## src/sv/tprl_pkg.sv

```systemverilog
// Shared types, constants and codes for the three-phase R-L start-up simulator.
package tprl_pkg;

   localparam int NUM_PHASES_DEF = 3;
   localparam int PHASE_SLOTS    = 3;
   localparam int ACC_W          = 88;

   localparam int TIME_STEP_W = 24;
   localparam int RES_W       = 32;
   localparam int INV_IND_W   = 36;
   localparam int DURATION_W  = 40;
   localparam int CSR_DATA_W  = 40;
   localparam int CSR_INDEX_W = 2;

   localparam logic [CSR_INDEX_W-1:0] CSR_TIME_STEP      = 2'd0;
   localparam logic [CSR_INDEX_W-1:0] CSR_RESISTANCE     = 2'd1;
   localparam logic [CSR_INDEX_W-1:0] CSR_INV_INDUCTANCE = 2'd2;
   localparam logic [CSR_INDEX_W-1:0] CSR_START_DURATION = 2'd3;

   localparam logic [TIME_STEP_W-1:0] TIME_STEP_RST = 24'd4295;
   localparam logic [RES_W-1:0]       RES_RST       = 32'd65536;
   localparam logic [INV_IND_W-1:0]   INV_IND_RST   = 36'd256000;
   localparam logic [DURATION_W-1:0]  DURATION_RST  = 40'd429496730;

   localparam logic [1:0] PH_A = 2'd0;
   localparam logic [1:0] PH_B = 2'd1;
   localparam logic [1:0] PH_C = 2'd2;

   localparam logic [47:0] FLUX_MAX = 48'h7FFF_FFFF_FFFF;
   localparam logic [47:0] FLUX_MIN = 48'h8000_0000_0000;
   localparam logic [23:0] CUR_MAX  = 24'h7F_FFFF;
   localparam logic [23:0] CUR_MIN  = 24'h80_0000;

   typedef struct packed {
      logic               start_enable;
      logic signed [23:0] volt_a_first;
      logic signed [23:0] volt_a_second;
      logic signed [23:0] volt_b_first;
      logic signed [23:0] volt_b_second;
      logic signed [23:0] volt_c_first;
      logic signed [23:0] volt_c_second;
   } req_type;

   typedef struct packed {
      logic signed [23:0] amp_a;
      logic signed [23:0] amp_b;
      logic signed [23:0] amp_c;
      logic [2:0]         active_phases;
   } rsp_type;

   typedef struct packed {
      logic [TIME_STEP_W-1:0] time_step;
      logic [RES_W-1:0]       resistance;
      logic [INV_IND_W-1:0]   inverse_inductance;
      logic [DURATION_W-1:0]  start_duration;
   } cfg_type;

   typedef enum logic [1:0] {
      ST_IDLE,
      ST_RUN,
      ST_DONE
   } ctrl_state_type;

   typedef enum logic [2:0] {
      OP_R_CUR,
      OP_TL_DT,
      OP_TH_DT,
      OP_FL_IL,
      OP_FL_IH,
      OP_FH_IL,
      OP_FH_IH
   } mul_op_type;

   typedef enum logic [1:0] {
      SH_0,
      SH_32,
      SH_64
   } mul_shift_type;

   typedef enum logic [1:0] {
      INIT_NONE,
      INIT_DIFF,
      INIT_HALF32,
      INIT_HALF24
   } acc_init_type;

   typedef struct packed {
      logic          accept;
      logic [1:0]    phase;
      logic          phase_clr;
      logic          mul_en;
      mul_op_type    mul_op;
      mul_shift_type mul_shift;
      acc_init_type  acc_init;
      logic          term_load;
      logic          flux_wr;
      logic          cur_wr;
      logic          out_load;
   } cmd_type;

   typedef struct packed {
      logic [PHASE_SLOTS-1:0] active;
   } status_type;

endpackage

```

## src/sv/tprl_ctrl.sv

```systemverilog
// Sequencer: steps the shared multiplier through each phase and runs both handshakes.
module tprl_ctrl (
   input  logic                 clock,
   input  logic                 reset,
   input  logic                 req_valid,
   output logic                 req_stall,
   output logic                 rsp_valid,
   input  logic                 rsp_stall,
   input  tprl_pkg::status_type status,
   output tprl_pkg::cmd_type    cmd
);
   import tprl_pkg::*;

   localparam logic [3:0] STEP_DRIVE = 4'd0;
   localparam logic [3:0] STEP_TERM  = 4'd2;
   localparam logic [3:0] STEP_TH    = 4'd3;
   localparam logic [3:0] STEP_FLUX  = 4'd5;
   localparam logic [3:0] STEP_FLIL  = 4'd6;
   localparam logic [3:0] STEP_FLIH  = 4'd7;
   localparam logic [3:0] STEP_FHIL  = 4'd8;
   localparam logic [3:0] STEP_FHIH  = 4'd9;
   localparam logic [3:0] STEP_LAST  = 4'd11;

   ctrl_state_type state_ff, state_in;
   logic [1:0]     phase_ff, phase_in;
   logic [3:0]     step_ff, step_in;
   logic           rsp_valid_ff, rsp_valid_in;

   always_ff @(posedge clock) begin
      if (reset) begin
         state_ff     <= ST_IDLE;
         phase_ff     <= PH_A;
         step_ff      <= STEP_DRIVE;
         rsp_valid_ff <= 1'b0;
      end else begin
         state_ff     <= state_in;
         phase_ff     <= phase_in;
         step_ff      <= step_in;
         rsp_valid_ff <= rsp_valid_in;
      end
   end

   always_comb begin
      logic advance;
      advance   = 1'b0;
      state_in  = state_ff;
      phase_in  = phase_ff;
      step_in   = step_ff;
      cmd       = '0;
      cmd.phase = phase_ff;
      case (state_ff)
         ST_IDLE: begin
            if (req_valid) begin
               cmd.accept = 1'b1;
               state_in   = ST_RUN;
               phase_in   = PH_A;
               step_in    = STEP_DRIVE;
            end
         end
         ST_RUN: begin
            if (!status.active[phase_ff]) begin
               cmd.phase_clr = 1'b1;
               advance       = 1'b1;
            end else begin
               step_in = step_ff + 4'd1;
               case (step_ff)
                  STEP_DRIVE: begin
                     cmd.acc_init = INIT_DIFF;
                     cmd.mul_en   = 1'b1;
                     cmd.mul_op   = OP_R_CUR;
                  end
                  STEP_TERM: begin
                     cmd.term_load = 1'b1;
                     cmd.acc_init  = INIT_HALF32;
                     cmd.mul_en    = 1'b1;
                     cmd.mul_op    = OP_TL_DT;
                  end
                  STEP_TH: begin
                     cmd.mul_en    = 1'b1;
                     cmd.mul_op    = OP_TH_DT;
                     cmd.mul_shift = SH_32;
                  end
                  STEP_FLUX: cmd.flux_wr = 1'b1;
                  STEP_FLIL: begin
                     cmd.acc_init = INIT_HALF24;
                     cmd.mul_en   = 1'b1;
                     cmd.mul_op   = OP_FL_IL;
                  end
                  STEP_FLIH: begin
                     cmd.mul_en    = 1'b1;
                     cmd.mul_op    = OP_FL_IH;
                     cmd.mul_shift = SH_32;
                  end
                  STEP_FHIL: begin
                     cmd.mul_en    = 1'b1;
                     cmd.mul_op    = OP_FH_IL;
                     cmd.mul_shift = SH_32;
                  end
                  STEP_FHIH: begin
                     cmd.mul_en    = 1'b1;
                     cmd.mul_op    = OP_FH_IH;
                     cmd.mul_shift = SH_64;
                  end
                  STEP_LAST: begin
                     cmd.cur_wr = 1'b1;
                     advance    = 1'b1;
                  end
                  default: ;
               endcase
            end
            if (advance) begin
               step_in = STEP_DRIVE;
               if (phase_ff == PH_C) begin
                  state_in = ST_DONE;
               end else begin
                  phase_in = phase_ff + 2'd1;
               end
            end
         end
         ST_DONE: begin
            // old beat leaves on this edge if not stalled
            cmd.out_load = !rsp_valid_ff || !rsp_stall;
            if (cmd.out_load) begin
               state_in = ST_IDLE;
            end
         end
         default: state_in = ST_IDLE;
      endcase
      if (cmd.out_load) begin
         rsp_valid_in = 1'b1;
      end else begin
         rsp_valid_in = rsp_valid_ff && rsp_stall;
      end
   end

   assign req_stall = (state_ff != ST_IDLE);
   assign rsp_valid = rsp_valid_ff;

`ifndef ASSERT_OFF
   a_phase_range: assert property (@(posedge clock) disable iff (reset)
      state_ff == ST_RUN |-> phase_ff != 2'd3)
      else $error("phase counter out of range");
   a_step_needs_active: assert property (@(posedge clock) disable iff (reset)
      (state_ff == ST_RUN && step_ff != STEP_DRIVE) |-> status.active[phase_ff])
      else $error("sequencer running on a disconnected phase");
`endif

endmodule

```

## config.mk

```make
export PLATFORM = sky130hd
export DESIGN_NAME = tprl_ctrl
export DESIGN_NICKNAME = d
export VERILOG_FILES = /design/src/sv/tprl_pkg.sv /design/src/sv/tprl_ctrl.sv
export SDC_FILE = /design/constraint.sdc
export NUM_CORES = 1
export LEC_CHECK = 0
export BUFFER_PORTS_ARGS = -buffer_cell sky130_fd_sc_hd__buf_2
export CAP_MARGIN = 20
export CORE_AREA = 2 2 47 45
export DETAILED_ROUTE_END_ITERATION = 10
export DIE_AREA = 0 0 49 47
export PLACE_DENSITY = 0.72
export REMOVE_ABC_BUFFERS = 1
export SLEW_MARGIN = 0
export SYNTH_ARGS = -nofsm -noshare
export SYNTH_HDL_FRONTEND = slang
export SYNTH_SLANG_ARGS = --single-unit
```

## constraint.sdc

```tcl
create_clock -name clock -period 1.3 [get_ports clock]
set_input_delay 0.13 -clock clock [delete_from_list [all_inputs] [get_ports clock]]
set_output_delay 0.13 -clock clock [all_outputs]
set_load 0.05 [all_outputs]
```

==> results of run 1 <==
[registers in the layout (all words and copies together) (netlist names)]
register,flops
phase_ff,2
rsp_valid,1
state_ff,2
step_ff,4
[worst max-delay path by stage]
stage	slack, ns	from	end
6_report	-0.39	phase_ff[1]	cmd[3]
5_1_grt	-0.47	phase_ff[1]	cmd[3]
4_1_cts	-0.37	phase_ff[1]	cmd[3]
3_5_place_dp	-0.20	step_ff[0]	cmd[9]
3_3_place_gp	-0.13	phase_ff[1]	cmd[4]
2_1_floorplan	-1.94	phase_ff[1]	cmd[3]
[cell type report]
type                    instances  area (sq um)
repair buffers                 50         442.9
multi-input cells              83         709.4
inverters                       5         23.77
well taps                      25         31.28
fillers                       132         391.6
clock buffers                   4         26.28
flip-flops and latches          9         195.2
[worst register-to-register path: stages, from the launching register on]
cell,delay (ns)
dfxtp_4,0.40
ha_4,0.17
nand3b_1,0.17
buf_6,0.19
and2_4,0.16
o211ai_1,0.17
[cell families after synthesis]
family / after synthesis
simple gates: 53
fa+ha+maj: 5
compound gates: 24
buf+inv: 11
mux: 1
flops: 9
[power by group]
part / leakage (nW) / switching [mW] / total [mW] / internal, mW
clock: 0.0150 / 0.0941 / 0.212 / 0.118
sequential: 0.0773 / 0.00934 / 0.290 / 0.281
combinational: 0.460 / 0.164 / 0.289 / 0.125
total: 0.553 / 0.267 / 0.792 / 0.524
[metal layers]
metal / GRT usage, % / vias up / share of wire [%]
met1: 22.26 / 430 / 38
met3: 1.911 / 2 / 3.6
met2: 46.58 / 33 / 58
met4: 6.857 / 0 / 0.41
li1: - / 465 / -
met5: 0 / - / 0
[repair_timing]
| item | in CTS | in global routing |
|---|---|---|
| pin swaps | 7 | 6 |
| endpoints found under the setup margin | 19 | 22 |
| gates resized for setup | 76 | 20 |
| buffers inserted | 0 | 2 |
| hold endpoints to repair | 0 | 0 |
[metrics by stage]
stage	utilization [%]	cells	hold slack, ns
3_5_place_dp	57.04	170	0.4228
6_report	78.49	176	0.1769
3_3_place_gp	57.04	170	0.4067
2_1_floorplan	-	97	0.1991
4_1_cts	72.51	174	0.1584
5_1_grt	78.49	176	0.1707
[Yosys cell counts]
cell type	number	share of area (%)
o21ai_2	1	1.2
o21ai_0	1	0.68
o211ai_1	2	2.0
a21o_1	3	3.1
nand3_1	3	2.0
o22ai_1	2	1.7
a21oi_1	10	6.8
clkbuf_1	3	1.5
buf_4	2	2.0
nor3b_1	2	2.0
a31oi_1	2	1.7
a311oi_1	1	1.2
buf_2	1	0.68
nand2_1	13	6.6
nand2b_1	7	5.9
nor4b_1	1	1.2
or2_2	2	1.7
ha_1	5	8.5
nor3_1	2	1.4
a211oi_1	1	1.0
nand4_1	4	3.4
inv_1	5	2.5
nor2b_1	2	1.7
nor4_1	1	0.85
nand3b_1	6	6.1
mux2i_1	1	1.4
o21bai_1	1	1.0
dfxtp_1	9	24
and2_1	2	1.7
nor2_1	8	4.1
==> results.yml, run 1 <==
run_status:
  outcome: "finished, violations left"
  violations: "negative setup slack"
placed_design:
  io_buffers: 24
  dp_hpwl_microns: 1549
  dp_slack_ns: -0.2005
  place_area_sq_um: 1039
  place_congestion: 0.7496
pwr:
  ir_worst_vdd_uv: 449.1
  p_per_area_nw_per_um2: 554.0
  leakage_nw: 0.5526
  total_power_mw: 0.7916
global_routing:
  grt_usage_pct: 21.36
  grt_pass1_wl_microns: 3795
  grt_overflow: 0
  grt_pass1_vias: 880
  grt_max_degree: 13
  antenna_found_initial: 0
setup_path:
  r2r_slack_ns: -0.04
  cp_max_fo: 3
  crit_family: "simple AND/OR/NAND/NOR gates"
  r2r_cells: 5
  crit_chain: "mux2i_1 -> o21ai_2 -> nand2_2 -> nor4b_1 -> buf_4"
  slowest_stage: "dfxtp_2"
  slowest_delay_ns: 0.33
  required_ns: 1.17
  arrival_ns: 1.56
  worstPathBufferInverterCount: 1
  critPathLaunchType: "flip-flop"
  critical_path_depth: 5
  endpoint_kind: "primary output"
  worst_r2r_endpoint: "phase_ff[1]"
  r2r_start: "step_ff[0]"
  crit_type: "flip-flop to primary output"
die:
  die-area_sq_um: 2303
  die_h_microns: 47
  num_io_pins: 25
  fp-row-count: 15
  start_util_pct: 40.55
  coreArea_sq_um: 1821
  die_w_microns: 49
synthesis:
  syn_avg_cell_area_sq_um: 7.167
  synth_top_family_by_area: "simple AND/OR/NAND/NOR gates"
  netlist_area_sq_um: 738.2
  synth_warnings: 0
  synthXorXnorAreaFrac_pct: 0
  yosysSeqAreaShare_pct: 24.41
  synth_fa_ha_area_share_pct: 8.475
  yosys.area_share.simple_pct: 38.64
  synthMuxAreaShare_pct: 1.356
  synth_cell_types: 30
  synth_compound_area_share_pct: 20.34
  ys_seq_elements: 9
  synthCells: 103
timing:
  layout_setup_ws_ns: -0.3870
  final-setup-viol-count: 16
  timing.final.crit_period_ns: 1.687
  rsz0062_at_grt: "true"
  slew_headroom_pct: 82.61
  max_freq_mhz: 592.8
  finClkSkew_ns: 0.005175
  hold_viol_final: 0
  period_share_pct: 129.8
  max_slew.worst_pin.slew_ns: 0.2572
  tns_ns: -3.702
  slew_viol_final: 0
drt:
  routed_via_density: 5.284
  ant_nets: 0
  drc_errors: 0
  drt_iter0_drc: 8
  wl_per_cell_microns: 13.72
  drt_wl_total_microns: 2414
  num_vias: 930
  drt_pass1_iterations: 4
finish:
  layout_commonest_cell: "buf_4"
  n_antenna_cell: 0
  area_growth_pct: 93.56
  final_cell_mix: "buf_4, buf_6, nand2_1, buf_2"
  drive_gt1_share_pct: 62.91
  fin_area_sq_um: 1429
  nets: 164
hold_path:
  hold_path_startpoint: "rsp_stall"
  hold_end: "rsp_valid"
  holdCritPathClass: "input port to flip-flop"
  hold_depth: 3
clock_network:
  cts_root_buf: "clkbuf_4"
  cts.path.max_buffers: 2
  cts.sinks: 9
  clkTransAtPathRegs_ns: 0.06
  cts_tree: "built"
  cts_buffers: 3
  clkLatencyLatePin_ns: 0.26
  cts_hold_buf: 0
  cts_max_level: 1
run:
  cap_violations: 0
No activity file was read; power rests on OpenSTA's default activity.
==> inputs of run 2 (changes only) <==
--- a/config.mk
+++ b/config.mk
@@ -7,10 +7,11 @@
 export LEC_CHECK = 0
 export BUFFER_PORTS_ARGS = -buffer_cell sky130_fd_sc_hd__buf_2
 export CAP_MARGIN = 20
-export CORE_AREA = 2 2 47 45
+export CORE_AREA = 2 2 52 49
+export CTS_CLUSTER_DIAMETER = 120
 export DETAILED_ROUTE_END_ITERATION = 10
-export DIE_AREA = 0 0 49 47
-export PLACE_DENSITY = 0.72
+export DIE_AREA = 0 0 54 51
+export PLACE_DENSITY = 0.61
 export REMOVE_ABC_BUFFERS = 1
 export SLEW_MARGIN = 0
 export SYNTH_ARGS = -nofsm -noshare
==> run 2 against run 1 <==
- the run still ends with negative setup slack left
- combinational power is 5% lower
- flip-flop and latch count stayed put
- die area is 20% higher
- final cell count is 3.4% higher
==> results.yml, run 2 (synthesis results as in run 1) <==
run_status:
  outcome: "finished, violations left"
  violations: "negative setup slack"
die:
  coreArea_sq_um: 2297
  num_io_pins: 25
  fp-row-count: 17
  die_w_microns: 54
  die_h_microns: 51
  start_util_pct: 32.14
  die-area_sq_um: 2754
setup_path:
  required_ns: 1.17
  crit_chain: "inv_4 -> ha_4 -> a21oi_2 -> o22ai_1 -> nand3_2 -> a21oi_2 -> buf_6"
  worstPathBufferInverterCount: 2
  arrival_ns: 1.52
  crit_family: "flip-flops"
  cp_max_fo: 4
  crit_top_cell: "a21oi_2"
  crit_type: "flip-flop to primary output"
  worstSetupStartpoint: "step_ff[1]"
  r2r_start: "step_ff[0]"
  slowest_stage: "dfxtp_4"
  critPathLaunchType: "flip-flop"
  slowest_delay_ns: 0.37
  endpoint_kind: "primary output"
global_routing:
  antenna_found_initial: 0
  grt_overflow: 0
  grt_pass1_wl_microns: 3877
  grt_pass1_vias: 925
  grt_usage_pct: 18.68
  grt_max_degree: 13
timing:
  layout_setup_ws_ns: -0.3472
  rsz0062_at_grt: "true"
  slew_headroom_pct: 84.04
  slew_viol_final: 0
  max_slew.worst_pin.slew_ns: 0.2389
  max_freq_mhz: 607.1
  whs_ns: 0.1582
  finClkSkew_ns: 0.0005219
  final-setup-viol-count: 20
  period_share_pct: 126.7
  timing.final.crit_period_ns: 1.647
  hold_viol_final: 0
run:
  cap_violations: 0
hold_path:
  hold_path_startpoint: "rsp_stall"
  holdCritPathClass: "input port to flip-flop"
placed_design:
  place_congestion: 0.7638
  dp_slack_ns: -0.2164
  io_buffers: 24
  place_area_sq_um: 1050
  dp_hpwl_microns: 1561
drt:
  drc_errors: 0
  drt_wl_total_microns: 2436
  wl_per_cell_microns: 13.38
  ant_nets: 0
  routed_via_density: 5.187
  num_vias: 944
  drt_pass1_iterations: 4
  drt_iter0_drc: 20
finish:
  largest_reg_flops: 4
  layout_commonest_cell: "buf_4"
  largest_registers: "step_ff x4, phase_ff x2, state_ff x2"
  fin_util_pct: 62.25
  drive_gt1_share_pct: 61.69
  fin_area_sq_um: 1430
  final_cell_mix: "buf_4, buf_6, nand2_1, buf_2"
  area_growth_pct: 93.73
  nets: 167
  regMostFlops: "step_ff"
  n_antenna_cell: 0
clock_network:
  cts_tree: "built"
  cts_root_buf: "clkbuf_4"
  cts_max_level: 1
  clkTransAtPathRegs_ns: 0.06
  cts.path.max_buffers: 2
  clkLatencyLatePin_ns: 0.26
  cts_buffers: 3
  cts.sinks: 9
pwr:
  p_seq_share_pct: 37.1
  leakage_nw: 0.5675
  ir_worst_vdd_uv: 418.3
  netSwitchingFraction_pct: 33.87
  total_power_mw: 0.7807
  p_int_mw: 0.5163
  p_switching_mw: 0.2644
  p_per_area_nw_per_um2: 545.9
  clkPwrFrac_pct: 27.7
  power_frac_comb_pct: 35.2
==> run 2: area by class of cell <==
class                      count  area, sq um
clock buffer                   4        26.28
fill                         198        867.1
inverter                       5        23.77
multi-input combinational     83        693.2
sequential                     9        193.9
tap                           28        35.03
timing repair buffer          53        457.9
==> run 2: worst paths after layout <==
check | end | slack (ns) | depth (start not counted)
max | cmd[8] | -0.35 | 7
min reg2reg | rsp_valid | 0.51 | 2
max reg2reg | step_ff[3] | -0.14 | 7
min | rsp_valid | 0.16 | 3
==> run 2: repair_timing <==
action | in CTS | in global routing
gates cloned | 0 | 0
setup buffers | 1 | 4
hold buffers | 0 | 0
hold endpoints to repair | 0 | 0
endpoints found under the setup margin | 23 | 23
resized for setup | 76 | 15
pin swaps | 11 | 10
==> run 2: power by group through the flow <==
stage	combinational [mW]	clock, mW	sequential (mW)
after floorplan	0.109	0	0.306
after global placement	0.199	0	0.294
after detailed placement	0.202	0	0.294
after CTS	0.253	0.224	0.288
after global routing	0.296	0.235	0.290
final	0.275	0.216	0.290
==> run 2: tightest hold or removal path: stages <==
cell and delay [ns]:
buf_2 0.11, nand2_1 0.07, a21oi_1 0.06
==> run 2: metrics by stage <==
| stage | TNS, ns | std cells |
|---|---|---|
| floorplan | -15.70 | 97 |
| global placement | -0.7495 | 174 |
| detailed placement | -1.477 | 174 |
| CTS | -3.822 | 179 |
| global route | -5.398 | 182 |
| finish | -4.069 | 182 |
==> run 2: routing by layer <==
layer  vias up  track usage, %  wire, microns
li1        468               -              -
met1       448           21.96           1070
met2        28           33.74           1265
met3         0           3.509            100
met4         0           5.000              0
met5         -               0              0
