==> src/sv/tprl_pkg.sv <==
// Shared types, constants and codes for the three-phase R-L start-up simulator.
package tprl_pkg;

   localparam int NUM_PHASES_DEF = 3;
   localparam int PHASE_SLOTS    = 3;
   localparam int ACC_W          = 88;

   localparam int TIME_STEP_W = 24;
   localparam int RES_W       = 32;
   localparam int INV_IND_W   = 36;
   localparam int DURATION_W  = 40;
   localparam int CSR_DATA_W  = 40;
   localparam int CSR_INDEX_W = 2;

   localparam logic [CSR_INDEX_W-1:0] CSR_TIME_STEP      = 2'd0;
   localparam logic [CSR_INDEX_W-1:0] CSR_RESISTANCE     = 2'd1;
   localparam logic [CSR_INDEX_W-1:0] CSR_INV_INDUCTANCE = 2'd2;
   localparam logic [CSR_INDEX_W-1:0] CSR_START_DURATION = 2'd3;

   localparam logic [TIME_STEP_W-1:0] TIME_STEP_RST = 24'd4295;
   localparam logic [RES_W-1:0]       RES_RST       = 32'd65536;
   localparam logic [INV_IND_W-1:0]   INV_IND_RST   = 36'd256000;
   localparam logic [DURATION_W-1:0]  DURATION_RST  = 40'd429496730;

   localparam logic [1:0] PH_A = 2'd0;
   localparam logic [1:0] PH_B = 2'd1;
   localparam logic [1:0] PH_C = 2'd2;

   localparam logic [47:0] FLUX_MAX = 48'h7FFF_FFFF_FFFF;
   localparam logic [47:0] FLUX_MIN = 48'h8000_0000_0000;
   localparam logic [23:0] CUR_MAX  = 24'h7F_FFFF;
   localparam logic [23:0] CUR_MIN  = 24'h80_0000;

   typedef struct packed {
      logic               start_enable;
      logic signed [23:0] volt_a_first;
      logic signed [23:0] volt_a_second;
      logic signed [23:0] volt_b_first;
      logic signed [23:0] volt_b_second;
      logic signed [23:0] volt_c_first;
      logic signed [23:0] volt_c_second;
   } req_type;

   typedef struct packed {
      logic signed [23:0] amp_a;
      logic signed [23:0] amp_b;
      logic signed [23:0] amp_c;
      logic [2:0]         active_phases;
   } rsp_type;

   typedef struct packed {
      logic [TIME_STEP_W-1:0] time_step;
      logic [RES_W-1:0]       resistance;
      logic [INV_IND_W-1:0]   inverse_inductance;
      logic [DURATION_W-1:0]  start_duration;
   } cfg_type;

   typedef enum logic [1:0] {
      ST_IDLE,
      ST_RUN,
      ST_DONE
   } ctrl_state_type;

   typedef enum logic [2:0] {
      OP_R_CUR,
      OP_TL_DT,
      OP_TH_DT,
      OP_FL_IL,
      OP_FL_IH,
      OP_FH_IL,
      OP_FH_IH
   } mul_op_type;

   typedef enum logic [1:0] {
      SH_0,
      SH_32,
      SH_64
   } mul_shift_type;

   typedef enum logic [1:0] {
      INIT_NONE,
      INIT_DIFF,
      INIT_HALF32,
      INIT_HALF24
   } acc_init_type;

   typedef struct packed {
      logic          accept;
      logic [1:0]    phase;
      logic          phase_clr;
      logic          mul_en;
      mul_op_type    mul_op;
      mul_shift_type mul_shift;
      acc_init_type  acc_init;
      logic          term_load;
      logic          flux_wr;
      logic          cur_wr;
      logic          out_load;
   } cmd_type;

   typedef struct packed {
      logic [PHASE_SLOTS-1:0] active;
   } status_type;

endpackage

==> src/sv/tprl_csr.sv <==
// Configuration register bank: step, resistance, inverse inductance, duration.
module tprl_csr (
   input  logic                                  clock,
   input  logic                                  reset,
   input  logic                                  csr_write,
   input  logic [tprl_pkg::CSR_INDEX_W-1:0]      csr_index,
   input  logic [tprl_pkg::CSR_DATA_W-1:0]       csr_wdata,
   output tprl_pkg::cfg_type                     cfg
);
   import tprl_pkg::*;

   cfg_type cfg_ff;
   cfg_type cfg_in;

   always_comb begin
      cfg_in = cfg_ff;
      if (csr_write) begin
         case (csr_index)
            CSR_TIME_STEP:      cfg_in.time_step          = csr_wdata[TIME_STEP_W-1:0];
            CSR_RESISTANCE:     cfg_in.resistance         = csr_wdata[RES_W-1:0];
            CSR_INV_INDUCTANCE: cfg_in.inverse_inductance = csr_wdata[INV_IND_W-1:0];
            CSR_START_DURATION: cfg_in.start_duration     = csr_wdata[DURATION_W-1:0];
            default:            cfg_in = cfg_ff;
         endcase
      end
   end

   always_ff @(posedge clock) begin
      if (reset) begin
         cfg_ff.time_step          <= TIME_STEP_RST;
         cfg_ff.resistance         <= RES_RST;
         cfg_ff.inverse_inductance <= INV_IND_RST;
         cfg_ff.start_duration     <= DURATION_RST;
      end else begin
         cfg_ff <= cfg_in;
      end
   end

   assign cfg = cfg_ff;

endmodule

==> config.mk <==
export PLATFORM = sky130hd
export DESIGN_NAME = tprl_csr
export DESIGN_NICKNAME = d
export VERILOG_FILES = /design/src/sv/tprl_pkg.sv /design/src/sv/tprl_csr.sv
export SDC_FILE = /design/constraint.sdc
export NUM_CORES = 1
export LEC_CHECK = 0
export CORE_MARGIN = 2
export CORE_UTILIZATION = 40
export DETAILED_ROUTE_END_ITERATION = 10
export DONT_BUFFER_PORTS = 1
export HOLD_SLACK_MARGIN = 0.02
export PLACE_DENSITY_LB_ADDON = 0.15
export SYNTH_ARGS = -nofsm -noshare
export SYNTH_HDL_FRONTEND = slang
export SYNTH_SLANG_ARGS = --single-unit
==> constraint.sdc <==
create_clock -name clock -period 2.3 [get_ports clock]
set_clock_uncertainty 0.15 [all_clocks]
set_input_delay 0.345 -clock clock [delete_from_list [all_inputs] [get_ports clock]]
set_output_delay 0.345 -clock clock [all_outputs]
set_load 0.01 [all_outputs]
==> results.txt, run 1 <==
The critical path endpoint category is a register. The area of the core region is between 0.01 and 0.015 mm². The proportion of register bits with asynchronous set or reset after synthesis came out at 0.

The aggregate negative setup slack is 0 ns. The mean cell area of the mapped netlist is 10.66 µm². TritonCTS built the clock tree. The clock latency on the worst-skew pair is 0.41 ns. The final routed wirelength across all metal layers is 13780 µm. The signal on the critical path passes through dlygate4sd3_1, nor2_1, dlygate4sd3_1, mux2i_1, dlygate4sd3_1. The total power came out at 0.005677 W. Sorting the synthesized cells by area gives the leading types as sky130_fd_sc_hd__dfxtp_1 (49%), sky130_fd_sc_hd__mux2i_1 (25%), sky130_fd_sc_hd__nand2b_1 (17%), sky130_fd_sc_hd__nor2_1 (3.4%), sky130_fd_sc_hd__buf_6 (1.9%). The I/O pin total is 177. For this block, the initial DRC count from the detailed router was 150. The run finished with clean final reports. The slew of the pin with the lowest slew margin came out at around 0.53 ns. The average routed wire per standard cell came out at ~18 µm. The share of synthesized area in the top cell type comes to 0.4940.

The count of yosys warnings during synthesis came out at 0. Measured along the x axis, the die boundary spans 119.6 µm. The starting utilization of the core area came out at 0.4071. The routed via count is 3645. The maximum clock frequency came out at ~460 MHz. The worst path arrival time is approximately 2.3 ns. The clock transition time at the flip-flop clock pins of the worst setup and hold paths is 0.06 ns. The largest vdd supply drop is around 0.45 mV. The max-slew violation count is 0. The sequential cell area fraction in the yosys report is 0.4940. The worst hold path belongs to the class in2reg. The dominant synthesized flop cell is sky130_fd_sc_hd__dfxtp_1.

The standard cell area after detailed placement is 0.005394 mm². The worst setup path is launched from an input port. In this run, post-CTS repair resized a total of 0 instances.

The final RePlAce weighted congestion is 0.7317. The maximum clock insertion buffer count came out at 2. The least setup slack across all paths after layout is 0.1271 ns. Entering global routing, the biggest net connects 131 pins. The global-route wire length before repair is ~22000 µm.

The floorplan step defined a die boundary enclosing 0.01431 mm². Counting stages on the worst path, the most repeated cell is sky130_fd_sc_hd__dlygate4sd3_1. The via count of the first global-routing pass is 4006. The total nets after synthesis came out at ~550. The cell count after synthesis came out at 502.

In the final layout, the share of cells above drive strength 1 is 0.07106. The number of vias per cell came out at 4.841. The number of buffers added by the clock tree synthesis step came out at 17. The number of antenna-violating nets in the routed design came out at 0. In this run the worst path has a maximum fanout of 2. The buffer and inverter count on the worst path is 3. The power per cell area is 837.6 mW/mm².

The flip-flop and latch count after synthesis is 132. The TritonCTS sink count came out at about 130. The share of the clock period used by the worst path came out at 0.9447.

The count of flip-flops with a built-in enable after synthesis is 0. The number of buffers inserted by port buffering came out at 0. Summed over all cells, the static leakage comes to 2.857 nW. For this run, the total global-route usage over all layers was measured as 0.1990. The data required time at the worst endpoint is 2.45 ns. The worst setup slack after placement came out at 0.7589 ns.

The first TritonRoute pass finished after 4 iterations. The routed design could run at a clock period as short as around 2.2 ns. The root buffer cell is sky130_fd_sc_hd__clkbuf_16. The slowest stage of the critical path is the sky130_fd_sc_hd__dlygate4sd3_1 cell.

The cell type with the highest aggregate area in the netlist is sky130_fd_sc_hd__dfxtp_1. The headroom to the max-slew limit came out at 0.6455. The cell family contributing the most delay on the critical path is buffers and inverters. The y dimension of the die came out at 119.6 µm. The minimum hold slack came out at ~0.033 ns. Row generation in the floorplan step produced 42 rows.

The final hold violation count is 0. The layout overhead on the synthesized area came out at 26.71%. The H-tree was split into 4 levels. The HPWL after detailed placement came out at between 8000 and 9000 µm.

After synthesis, the netlist uses 15 different library cells. The final setup violation count came out at 0. The number of design rule violations left after detail routing came out at 0. The diode insertion count for antenna repair came out at 0.

Setup repair after global routing left no endpoint under its margin. The area of all placed cells without fillers came out at 0.006778 mm². The max-capacitance violation count came out at 0.

For this run the aggregate overflow at the end of global routing stands at 0. The critical path is of the in2reg type. The number of flip-flops in the largest register is roughly 130.

The delay of the slowest critical-path stage is 0.59 ns. The number of antenna violations at the first check in global routing came out at 0. After synthesis, the most frequently instantiated cells are sky130_fd_sc_hd__nand2b_1 (144), sky130_fd_sc_hd__dfxtp_1 (132), sky130_fd_sc_hd__mux2i_1 (132), sky130_fd_sc_hd__nor2_1 (49), sky130_fd_sc_hd__clkbuf_1 (13). The most common cell in the synthesized netlist is sky130_fd_sc_hd__nand2b_1. The layout net count is 610. The summed instance area of the synthesized netlist is 0.005349 mm². After filler insertion, the fill cell instance count of the layout stands at 1186.
## logic make-up (layout without fill, tap and decap cells)
group,count (synthesis),count (layout),share of synthesized area
simple gates,201,201,0.2154
buf+inv,37,112,0.04351
flops,132,132,0.4940
mux,132,132,0.2470
## where the power goes
part	internal, W	total (W)	switching (W)
clock	0.00186	0.00283	0.000972
sequential	0.00237	0.00247	0.000101
combinational	0.000210	0.000378	0.000168
total	0.00444	0.00568	0.00124
## area by class of cell
cell class	count	area [µm²]	share of cell area
repair buffers	81	813.3	0.1200
multi-input cells	333	2486	0.3668
clock inverters	10	155.1	0.02289
well taps	176	220.2	0.03249
clock buffers	21	460.4	0.06793
flip-flops and latches	132	2643	0.3899
## per-layer routing
| layer | global-route usage | routed length (µm) | vias to the layer above |
|---|---|---|---|
| li1 | - | - | 1762 |
| met1 | 0.2191 | 5517 | 1749 |
| met2 | 0.3357 | 6761 | 118 |
| met4 | 0.08015 | 255 | 0 |
| met5 | 0 | 0 | - |
| met3 | 0.08793 | 1249 | 16 |
## repair_timing
| item | 4_1_cts | 5_1_grt |
|---|---|---|
| hold endpoints to repair | 132 | 0 |
| buffers inserted | 0 | 0 |
| endpoints found under the setup margin | 0 | 0 |
| hold buffers | 75 | 0 |
## placed cells by master (no fill, tap or decap), types with 4 or more instances in the layout
master / synthesis / layout
sky130_fd_sc_hd__clkbuf_16: 0 / 17
sky130_fd_sc_hd__bufinv_16: 0 / 4
sky130_fd_sc_hd__clkinv_2: 0 / 4
sky130_fd_sc_hd__mux2i_1: 132 / 132
sky130_fd_sc_hd__buf_4: 3 / 6
sky130_fd_sc_hd__nor2_1: 49 / 49
sky130_fd_sc_hd__dlygate4sd3_1: 0 / 74
sky130_fd_sc_hd__dfxtp_1: 132 / 132
sky130_fd_sc_hd__nand2b_1: 144 / 144
## metrics by stage
step                std cells    util
CTS                       753  0.5159
global placement          647  0.4106
detailed placement        647  0.4106
finish                    753  0.5159
global route              753  0.5159
floorplan                 502       -
## final timing paths
check / from / to / slack [ns] / cells past startpoint
setup / recovery: csr_wdata[28] / cfg[28]$_SDFFE_PP1P_ / 0.13 / 5
setup reg to reg: cfg[8]$_SDFFE_PP1P_ / cfg[8]$_SDFFE_PP1P_ / 0.37 / 4
hold / removal: csr_wdata[6] / cfg[46]$_SDFFE_PP0P_ / 0.03 / 2
hold reg to reg: cfg[71]$_SDFFE_PP0P_ / cfg[71]$_SDFFE_PP0P_ / 0.37 / 2
Note: power is estimated with default switching activity, not from simulation.
==> run 2: changes to the inputs <==
--- a/config.mk
+++ b/config.mk
@@ -5,6 +5,7 @@
 export SDC_FILE = /design/constraint.sdc
 export NUM_CORES = 1
 export LEC_CHECK = 0
+export ABC_AREA = 1
 export CORE_MARGIN = 2
 export CORE_UTILIZATION = 40
 export DETAILED_ROUTE_END_ITERATION = 10
==> run 2 against run 1 <==
Against the previous run: via count rose by 28%; critical path depth grew 1; non-clock buffer count down 25; flip-flop and latch count unchanged; worst hold slack improved by 0.0051 ns; largest cell class unchanged.
==> results.txt, run 2 <==
The leakage power total was 3.312 nW (was 2.857 nW). The data required time at the worst endpoint came out at 2.46 ns (was 2.45 ns). The HPWL after detailed placement is 9740 µm (was 8098 µm). The area of the die came to 0.01414 mm² (was 0.01431 mm²). The total nets after synthesis is 836 (was 547). The aggregate negative setup slack was 0 ns (unchanged). The largest vdd supply drop came to 0.4342 mV (was 0.4520 mV). The number of distinct standard cells referenced by the synthesized netlist is 15 (unchanged). The count of H-tree levels built during CTS is 4 (unchanged). The floorplan row count is 41 (was 42). The via count of the first global-routing pass is 4430 (was 4006). The proportion of register bits with asynchronous set or reset after synthesis is 0 (unchanged). Most frequent cells after synthesis: sky130_fd_sc_hd__nand2_1 (234), sky130_fd_sc_hd__nor2_1 (190), sky130_fd_sc_hd__dfxtp_1 (132), sky130_fd_sc_hd__inv_1 (106), sky130_fd_sc_hd__nand3_1 (53) (was sky130_fd_sc_hd__nand2b_1 (144), sky130_fd_sc_hd__dfxtp_1 (132), sky130_fd_sc_hd__mux2i_1 (132), sky130_fd_sc_hd__nor2_1 (49), sky130_fd_sc_hd__clkbuf_1 (13)). The number of antenna violations at the first check in global routing came out at 2 (was 0). The critical path class is in2reg (unchanged).

The final hold violation count came out at 0 (unchanged). The dominant synthesized flop cell is sky130_fd_sc_hd__dfxtp_1 (unchanged). The count of yosys warnings during synthesis came out at 0 (unchanged). The setup slack of the most critical reg-to-reg path is 0.95 ns (was 0.37 ns). The y dimension of the die is 118.9 µm (was 119.6 µm).

The TritonCTS clock tree is yes (unchanged). The routed via count is 4683 (was 3645). The proportion of netlist area held by the largest area contributor came out at 0.5001 (was 0.4940). The power per cell area came out at 877.4 mW/mm² (was 837.6 mW/mm²).

The cell with the most instances after synthesis was sky130_fd_sc_hd__nand2_1 (was sky130_fd_sc_hd__nand2b_1). The final RePlAce weighted congestion came out at 0.7832 (was 0.7317). The number of cells on the worst reg-to-reg path came to 3 (was 4).

The path type of the worst min-delay path is in2reg (unchanged). The endpoint with the worst hold slack is cfg[113]$_SDFFE_PP0P_ (was cfg[46]$_SDFFE_PP0P_). The first-pass iteration count of the detailed router is 4 (unchanged). The top fanout value on the critical path came out at 33 (was 2). The placed cell count is 925 (was 647). The final core area utilization is 0.5052 (was 0.5159). The total power was 0.005663 W (was 0.005677 W).

The TritonCTS sink count is 132 (unchanged). The share of the clock period used by the worst path came to 0.7890 (was 0.9447). RSZ-0062 raised after global routing: no (unchanged). The max-slew violation count is 0 (unchanged). The headroom to the max-slew limit came out at 0.6572 (was 0.6455).

The count of flip-flops with a built-in enable after synthesis came to 0 (unchanged). The cell count after synthesis came out at 791 (was 502). The flip-flop and latch count after synthesis is 132 (unchanged).

The type of element launching the critical path is an input port (unchanged). The pin count of the biggest net entering global routing is 80 (was 131). The layout cell share with drive strength beyond 1 is 0.05282 (was 0.07106). The number of vias per cell came out at 4.650 (was 4.841).

The number of buffers inserted by port buffering is 0 (unchanged). The launch instance of the worst register-to-register path was cfg[16]$_SDFFE_PP1P_ (was cfg[8]$_SDFFE_PP1P_). The die extent in x is 118.9 µm (was 119.6 µm). The number of cells traversed by the worst hold path is 4 (was 2).

The slew of the pin with the lowest slew margin came out at 0.5137 ns (was 0.5318 ns). The mean cell area of the mapped netlist is 6.680 µm² (was 10.66 µm²). The leading cell type in the layout, fill and taps excluded is sky130_fd_sc_hd__nand2_1 (was sky130_fd_sc_hd__nand2b_1).

The clock transition time at the flip-flop clock pins of the worst setup and hold paths came out at 0.06 ns (about the same). The area of the core region is 0.01277 mm² (was 0.01314 mm²). The capture point of the worst reg-to-reg path is cfg[16]$_SDFFE_PP1P_ (was cfg[8]$_SDFFE_PP1P_).

The worst path arrival time is 1.98 ns (was 2.32 ns). The time the final worst path needs with I/O delays and setup is 1.815 ns (was 2.173 ns). The clock latency on the worst-skew pair is 0.41 ns (about the same).

The global-route wire length before repair came to 23730 µm (was 21810 µm). The starting utilization of the core area is 0.4137 (was 0.4071). The max-capacitance violation count came to 0 (unchanged).

The number of post-CTS setup repair buffers is 0 (unchanged). The average routed wire per standard cell was 14.72 µm (was 18.31 µm). Outcome: finished, final reports clean (unchanged). The overall global routing resource usage came to 0.2142 (was 0.1990). The number of buffers added by the clock tree synthesis step is 17 (unchanged). The number of flip-flops in the largest register is 132 (unchanged). The DRC violation total after the first TritonRoute iteration came out at 273 (was 150).

The sequential cell area fraction in the yosys report came out at 0.5001 (was 0.4940). Most frequent cells in the layout: sky130_fd_sc_hd__nand2_1 (234), sky130_fd_sc_hd__nor2_1 (190), sky130_fd_sc_hd__dfxtp_1 (132) (was sky130_fd_sc_hd__nand2b_1 (144), sky130_fd_sc_hd__mux2i_1 (132), sky130_fd_sc_hd__dfxtp_1 (132)). Synth area leaders: sky130_fd_sc_hd__dfxtp_1 (50%), sky130_fd_sc_hd__nand2_1 (17%), sky130_fd_sc_hd__nor2_1 (13%), sky130_fd_sc_hd__inv_1 (7.5%), sky130_fd_sc_hd__nand3_1 (5.0%) (was sky130_fd_sc_hd__dfxtp_1 (49%), sky130_fd_sc_hd__mux2i_1 (25%), sky130_fd_sc_hd__nand2b_1 (17%), sky130_fd_sc_hd__nor2_1 (3.4%), sky130_fd_sc_hd__buf_6 (1.9%)). The layout net count is 865 (was 610).

The I/O pin total is 177 (unchanged). The root buffer cell is sky130_fd_sc_hd__clkbuf_16 (unchanged). The number of design rule violations left after detail routing is 0 (unchanged). The number of antenna-violating nets in the routed design is 0 (unchanged). The final cell count without fillers is 1007 (was 753). The start point of the worst hold path is csr_wdata[5] (was csr_wdata[6]). The critical path endpoint category is a register (unchanged). The maximum clock frequency is 551.1 MHz (was 460.2 MHz). The final routed wirelength across all metal layers was 14820 µm (was 13780 µm). The overflow left after global routing is 0 (unchanged). The maximum clock insertion buffer count came to 2 (unchanged).

The summed instance area of the synthesized netlist is 0.005284 mm² (was 0.005349 mm²). The cell type with the highest aggregate area in the netlist is sky130_fd_sc_hd__dfxtp_1 (unchanged). The layout overhead on the synthesized area came out at 22.14% (was 26.71%). The final setup violation count came to 0 (unchanged).
## run 2: stage by stage
stage	setup WS, ns	hold slack, ns	area [µm²]
floorplan	0.9359	0.3082	5284
global placement	0.7356	0.3128	5378
detailed placement	0.7006	0.3139	5378
CTS	0.5489	0.02975	6449
global route	0.4032	0.05601	6454
finish	0.4854	0.03832	6454
## run 2: worst max-delay path by stage
stage	startpoint	endpoint	slack, ns	cells past startpoint
final	csr_index[1]	cfg[128]$_SDFFE_PP0P_	0.49	6
after CTS	csr_index[1]	cfg[128]$_SDFFE_PP0P_	0.55	6
after floorplan	csr_index[1]	cfg[11]$_SDFFE_PP1P_	0.94	6
after global routing	csr_index[1]	cfg[88]$_SDFFE_PP0P_	0.40	7
after global placement	csr_write	cfg[11]$_SDFFE_PP1P_	0.74	4
after detailed placement	csr_write	cfg[1]$_SDFFE_PP1P_	0.70	4
## run 2: logic make-up (layout without fill, tap and decap cells)
logic type             Yosys count  count (layout)  synth area share
AND/OR/NAND/NOR                487             487            0.3647
buffers and inverters          154             196            0.1182
flip-flops                     132             132            0.5001
AO/OA/AOI/OAI                   18              18           0.01705
other                            0               2                 0
## run 2: cell type report
| type | instances | area, µm² |
|---|---|---|
| fillers | 1275 | 6320 |
| clock buffers | 23 | 478.0 |
| inverters | 108 | 407.9 |
| well taps | 172 | 215.2 |
| multi-input cells | 505 | 2027 |
| clock inverters | 9 | 102.6 |
| flip-flops and latches | 132 | 2643 |
| repair buffers | 56 | 575.6 |
| diodes | 2 | 5.005 |
## run 2: worst max-delay path: stages
cell and delay, ns:
sky130_fd_sc_hd__dlygate4sd3_1 0.70, sky130_fd_sc_hd__nor2_4 0.30, sky130_fd_sc_hd__buf_4 0.36, sky130_fd_sc_hd__nand3_1 0.13
sky130_fd_sc_hd__nand2_1 0.08, sky130_fd_sc_hd__nor2_1 0.05
## run 2: what timing repair did
item,in CTS,in global routing
endpoints found under the hold margin,132,0
resized for setup,0,0
hold buffers,48,0
## run 2: where the power goes
part | internal (W) | total, W | switching, W
Combinational | 0.000175 | 0.000458 | 0.000282
Sequential | 0.00241 | 0.00256 | 0.000151
Clock | 0.00167 | 0.00264 | 0.000971
Total | 0.00426 | 0.00566 | 0.00140
## run 2: routing by layer
layer | vias to the layer above | GRT usage | part of all wire
li1 | 2397 | - | -
met1 | 2106 | 0.2397 | 0.41
met2 | 154 | 0.3466 | 0.46
met3 | 26 | 0.1025 | 0.098
met4 | 0 | 0.09301 | 0.028
met5 | - | 0 | 0
